## src/swidc_pkg.sv

```systemverilog
// Shared types and constants for the sliding window idle source counter.
`timescale 1ns / 1ps

package swidc_pkg;

    localparam int MAX_SOURCES_DEF = 1024;
    localparam int FIFO_DEPTH_DEF  = 1024;
    localparam int TIME_WIDTH_DEF  = 32;

    localparam int ID_W       = 11;
    localparam int TS_W       = 32;
    localparam int CFG_DATA_W = 32;
    localparam int CFG_IDX_W  = 1;

    localparam logic [ID_W-1:0]       SC_RESET  = 11'd1024;
    localparam logic [CFG_DATA_W-1:0] WIN_RESET = 32'd1000;

    localparam logic [CFG_IDX_W-1:0] CFG_SERVER_COUNT = 1'd0;
    localparam logic [CFG_IDX_W-1:0] CFG_WINDOW       = 1'd1;

    localparam logic CMD_LOG   = 1'b0;
    localparam logic CMD_QUERY = 1'b1;

    typedef struct packed {
        logic            command;
        logic [ID_W-1:0] source_id;
        logic [TS_W-1:0] timestamp;
    } t_in_item;

    typedef struct packed {
        logic [ID_W-1:0] idle_sources;
        logic            overflow_seen;
    } t_out_item;

    // controller -> datapath
    typedef struct packed {
        logic clr_wr;     // zero one count entry during the clearing pass
        logic log_start;  // push request into FIFO, fetch its count
        logic log_drop;   // FIFO full: flag overflow
        logic log_upd;    // write back incremented count
        logic q_start;    // latch query time, fetch FIFO head
        logic ev_read;    // fetch FIFO head
        logic ev_pop;     // pop head, fetch its count
        logic ev_upd;     // write back decremented count
        logic out_load;   // load result register
    } t_cmd;

    // datapath -> controller
    typedef struct packed {
        logic clr_last;
        logic id_ok;
        logic fifo_full;
        logic fifo_empty;
        logic evict;
        logic out_free;
    } t_status;

endpackage

```

## src/swidc_ctrl.sv

```systemverilog
// Controller: sequences clearing, logging, eviction and result hand-off.
`timescale 1ns / 1ps

module swidc_ctrl (
    input  logic               i_clk,
    input  logic               i_rst_n,
    input  logic               i_in_valid,
    input  logic               i_in_command,
    output logic               o_in_ready,
    input  swidc_pkg::t_status i_status,
    output swidc_pkg::t_cmd    o_cmd
);
    import swidc_pkg::*;

    typedef enum logic [5:0] {
        S_CLEAR  = 6'b000001,
        S_IDLE   = 6'b000010,
        S_LOG    = 6'b000100,
        S_EV_CHK = 6'b001000,
        S_EV_UPD = 6'b010000,
        S_RESULT = 6'b100000
    } t_state;

    t_state r_state;
    t_state n_state;
    logic   accept;

    assign o_in_ready = (r_state == S_IDLE);
    assign accept     = i_in_valid && o_in_ready;

    always_comb begin
        n_state = r_state;
        o_cmd   = '0;
        unique case (r_state)
            S_CLEAR: begin
                o_cmd.clr_wr = 1'b1;
                if (i_status.clr_last) begin
                    n_state = S_IDLE;
                end
            end
            S_IDLE: begin
                if (accept) begin
                    if (i_in_command == CMD_QUERY) begin
                        o_cmd.q_start = 1'b1;
                        n_state = i_status.fifo_empty ? S_RESULT : S_EV_CHK;
                    end else if (i_status.id_ok) begin
                        if (i_status.fifo_full) begin
                            o_cmd.log_drop = 1'b1;
                        end else begin
                            o_cmd.log_start = 1'b1;
                            n_state = S_LOG;
                        end
                    end
                end
            end
            S_LOG: begin
                o_cmd.log_upd = 1'b1;
                n_state = S_IDLE;
            end
            S_EV_CHK: begin
                if (i_status.evict) begin
                    o_cmd.ev_pop = 1'b1;
                    n_state = S_EV_UPD;
                end else begin
                    n_state = S_RESULT;
                end
            end
            S_EV_UPD: begin
                o_cmd.ev_upd = 1'b1;
                if (i_status.fifo_empty) begin
                    n_state = S_RESULT;
                end else begin
                    o_cmd.ev_read = 1'b1;
                    n_state = S_EV_CHK;
                end
            end
            S_RESULT: begin
                if (i_status.out_free) begin
                    o_cmd.out_load = 1'b1;
                    n_state = S_IDLE;
                end
            end
            default: begin
                n_state = S_CLEAR;
            end
        endcase
    end

    always_ff @(posedge i_clk) begin
        if (!i_rst_n) begin
            r_state <= S_CLEAR;
        end else begin
            r_state <= n_state;
        end
    end

endmodule

```

## config.mk

```make
export PLATFORM = sky130hd
export DESIGN_NAME = swidc_ctrl
export DESIGN_NICKNAME = d
export VERILOG_FILES = /design/src/swidc_pkg.sv /design/src/swidc_ctrl.sv
export SDC_FILE = /design/constraint.sdc
export NUM_CORES = 1
export LEC_CHECK = 0
export ABC_AREA = 0
export BUFFER_PORTS_ARGS = -buffer_cell sky130_fd_sc_hd__buf_2
export CAP_MARGIN = 20
export CORE_UTILIZATION = 30
export DETAILED_ROUTE_END_ITERATION = 6
export GPL_ROUTABILITY_DRIVEN = 1
export HOLD_SLACK_MARGIN = 0.06
export PLACE_DENSITY = 0.67
export SYNTH_ARGS = -nofsm -noshare
export SYNTH_HDL_FRONTEND = slang
export SYNTH_SLANG_ARGS = --single-unit
```

## constraint.sdc

```tcl
create_clock -name i_clk -period 3.7 [get_ports i_clk]
set_input_delay 0.37 -clock i_clk [delete_from_list [all_inputs] [get_ports i_clk]]
set_output_delay 0.37 -clock i_clk [all_outputs]
set_load 0.01 [all_outputs]
```

# After elaboration in Yosys (flattened, before gate mapping)
# Cells that the tools add are included.
[classes]
eq_ne = 11
muxes = 27
n_reduce_logical = 2
[op_table]
columns = ["op", "n"]
rows = [
  ["$mux 6", 8],
  ["$pmux 6 s6", 1],
  ["$mux 1", 14],
  ["$mux 2", 4],
  ["$eq 6x1->1 const B", 1],
  ["$eq 6x2->1 const B", 1],
  ["$eq 6x3->1 const B", 1],
  ["$eq 6x4->1 const B", 1],
  ["$eq 6x5->1 const B", 1],
  ["$eq 6x6->1 const B", 1],
  ["$reduce_and 5->1", 1],
  ["$ne 2x2->1 const B", 2],
  ["$ne 3x2->1 const B", 1],
  ["$ne 3x3->1 const B", 1],
  ["$ne 2x1->1 const B", 1],
  ["$logic_and 1x1->1", 1],
]
[word_totals]
register_bits = 6
inputBits = 10
elab_cells = 41

# Longest topological paths before layout
[depth]
word_depth = 5
ltp_mapped = 6

# Worst setup path after synthesis
# Ideal clock, no wire load.
[synth_path]
path_kind = "reg-to-output"
startpoint = "reg r_state[5]"
endpoint = "out o_cmd[3] in the netlist's numbering"
arrival_time_ps = 1419
required_time_ps = 3330
setup_slack_ps = 1911
stages_incl_launch_ff = 4
path_cell_list = "dfxtp_1 > or4_4 > nor3b_4 > nor2b_1"
[synth_rtl]
columns = ["element", "line_no", "text"]
rows = [
  ["from (decl)", "swidc_ctrl.sv:24", "t_state r_state;"],
  ["from (signal assigned)", "swidc_ctrl.sv:93", "r_state <= n_state;"],
  ["to (decl)", "swidc_ctrl.sv:11", "output swidc_pkg::t_cmd o_cmd"],
]

==> flow_summary.json <==
{
  "cp.arrival_ps": 1730,
  "grt_max_degree": 8,
  "hpwl_um": 843,
  "synth_nets": 66,
  "cts.sinks": 6,
  "core_um2": 1330,
  "power.density_nw_per_um2": 455,
  "rsz0062_at_grt": "no",
  "initial_core_util": 0.334,
  "ys_warn_count": 0,
  "area_growth_pct": 30.6,
  "critPathKind": "flip-flop to output pin",
  "finalHoldViolCount": 0,
  "die_y_um": 40.5,
  "portBuffers": 19,
  "startpoint_type": "flip-flop",
  "antenna_found_initial": 0,
  "pre_cts_ws_ps": 1860,
  "status": "finished clean",
  "htreeDepth": 1,
  "num_io_pins": 20,
  "drt_iter0_markers": 11,
  "clock-root-buffer": "clkbuf_4",
  "routabilityCongestion": 0.834,
  "hold_path.class": "primary input to flip-flop",
  "final_common_cell": "buf_2",
  "met1_length_um": 500,
  "num_antenna_cells": 0,
  "leakagePower_uw": 0.000286,
  "fin_ws_ps": 1600,
  "dieArea_um2": 1640,
  "synth_cell_type_count": 25,
  "clockBufferDepth": 2,
  "grt-ovfl-total": 0,
  "cts_tree": "built",
  "final_cell_mix": "buf_2 (19), nor3_1 (6), dfxtp_1 (6)",
  "slew-limit-headroom": 0.754,
  "cts_setup_buffers": 0,
  "num_rows": 13,
  "largest_reg_flops": 6,
  "route.detailed.drc": 0,
  "synth_top_area_cell": "dfxtp_1",
  "die_w_um": 40.5,
  "top_regs": "r_state (6)",
  "worst_pin_slew_ps": 364,
  "synth_top_area_frac": 0.270,
  "drtAntennaViolNets": 0,
  "ys_seq_elements": 6,
  "synth.cell_area_um2": 445,
  "wirelength_mm": 1.04,
  "slew_viol_final": 0,
  "setup_viol": 0,
  "max_freq_ghz": 0.476,
  "fin_worst_skew_ps": 8.00,
  "ir_drop_uv": 197,
  "grt_pass1_vias": 362,
  "firstDrtPassIters": 4,
  "clock_latency_ps": 250,
  "drive_above_1_share": 0.346,
  "ctsHoldBuffers": 0,
  "final_util": 0.436,
  "post_cts_resized": 0,
  "crit_fanout": 6,
  "synth.area.top_cells": "dfxtp_1 (27%), nor3_1 (6.7%), nor3b_1 (5.1%)",
  "top_register": "r_state",
  "end_kind": "output pin",
  "max_cap_violations": 0,
  "grt.total_usage": 0.139,
  "wl_met2_um": 467,
  "met3_length_um": 66,
  "wl_per_cell_um": 11.1,
  "crit_required_ps": 3330,
  "highest_layer": "met3",
  "clk_pin_slew_ps": 50,
  "tns_ps": 0,
  "grt_pass1_wl_mm": 1.46,
  "final_nets": 90,
  "vias_per_cell": 5.15,
  "synthCells": 56,
  "cts-buffers-inserted": 3,
  "ys_seq_area_frac": 0.270,
  "period_needed_ps": 2100,
  "syn_avg_cell_area_um2": 7.95,
  "num_vias": 479,
  "period_share": 0.568
}
critical path: stages, from the launching register on:
cell and delay [ps]:
dfxtp_1 350, or4_4 560, nor3b_1 290, and2_1 170, buf_2 120
final timing paths:
| path | start | endpoint | slack (ps) | depth (start not counted) |
|---|---|---|---|---|
| worst max-delay path | r_state[1] | o_cmd[0] | 1600 | 4 |
| worst min-delay path | i_status[2] | r_state[3] | 340 | 2 |
| worst max register to register | r_state[1] | r_state[5] | 1960 | 5 |
| worst min register to register | r_state[2] | r_state[1] | 570 | 2 |
cell usage after synthesis:
cell type  number
dfxtp_1         6
o211ai_1        1
or4_4           2
nor4b_2         1
inv_1           5
nor3b_1         3
a31oi_1         1
nor2_1          5
o21ai_0         1
o21a_1          1
nor2b_1         3
nor3b_4         1
a21oi_1         2
or2b_1          1
and3_1          1
a21boi_4        1
o21bai_1        1
nor4b_1         2
o31ai_1         1
and2_1          2
nand2_1         4
nand3_1         3
nor3_1          6
a21boi_1        1
xnor2_1         1
per-layer routing:
metal  up-vias  track usage
li1        248            -
met1       219        0.166
met2        12        0.202
met3         0       0.0833
met4         0       0.0500
met5         -            0
cells by family (layout without fill, tap and decap cells):
logic type	after synthesis	in the layout	share of synthesized area
buffers and inverters	5	27	0.0421
XOR/XNOR	1	1	0.0197
AO/OA/AOI/OAI	10	10	0.174
flip-flops	6	6	0.270
AND/OR/NAND/NOR	34	34	0.494
report_power, final:
part	switching [uW]	total (uW)	internal [uW]
registers	13.8	88.3	74.5
clock network	23.0	59.7	36.6
logic	61.0	117	55.7
total	97.8	265	167
stage by stage:
step / instances / hold WS [ps] / total power, uW / cell area, um2
5_1_grt: 93 / 338 / 286 / 582
3_3_place_gp: 90 / 571 / 205 / 559
2_1_floorplan: 56 / 441 / 173 / 445
4_1_cts: 93 / 331 / 267 / 582
6_report: 93 / 341 / 265 / 582
3_5_place_dp: 90 / 563 / 205 / 559
final cells by class:
type	count	area, um2
repair buffers	19	95.1
multi-input cells	45	307
fillers	128	752
clock buffers	3	22.5
inverters	5	18.8
flip-flops and latches	6	120
well taps	15	18.8
No activity file was read; power rests on OpenSTA's default activity.
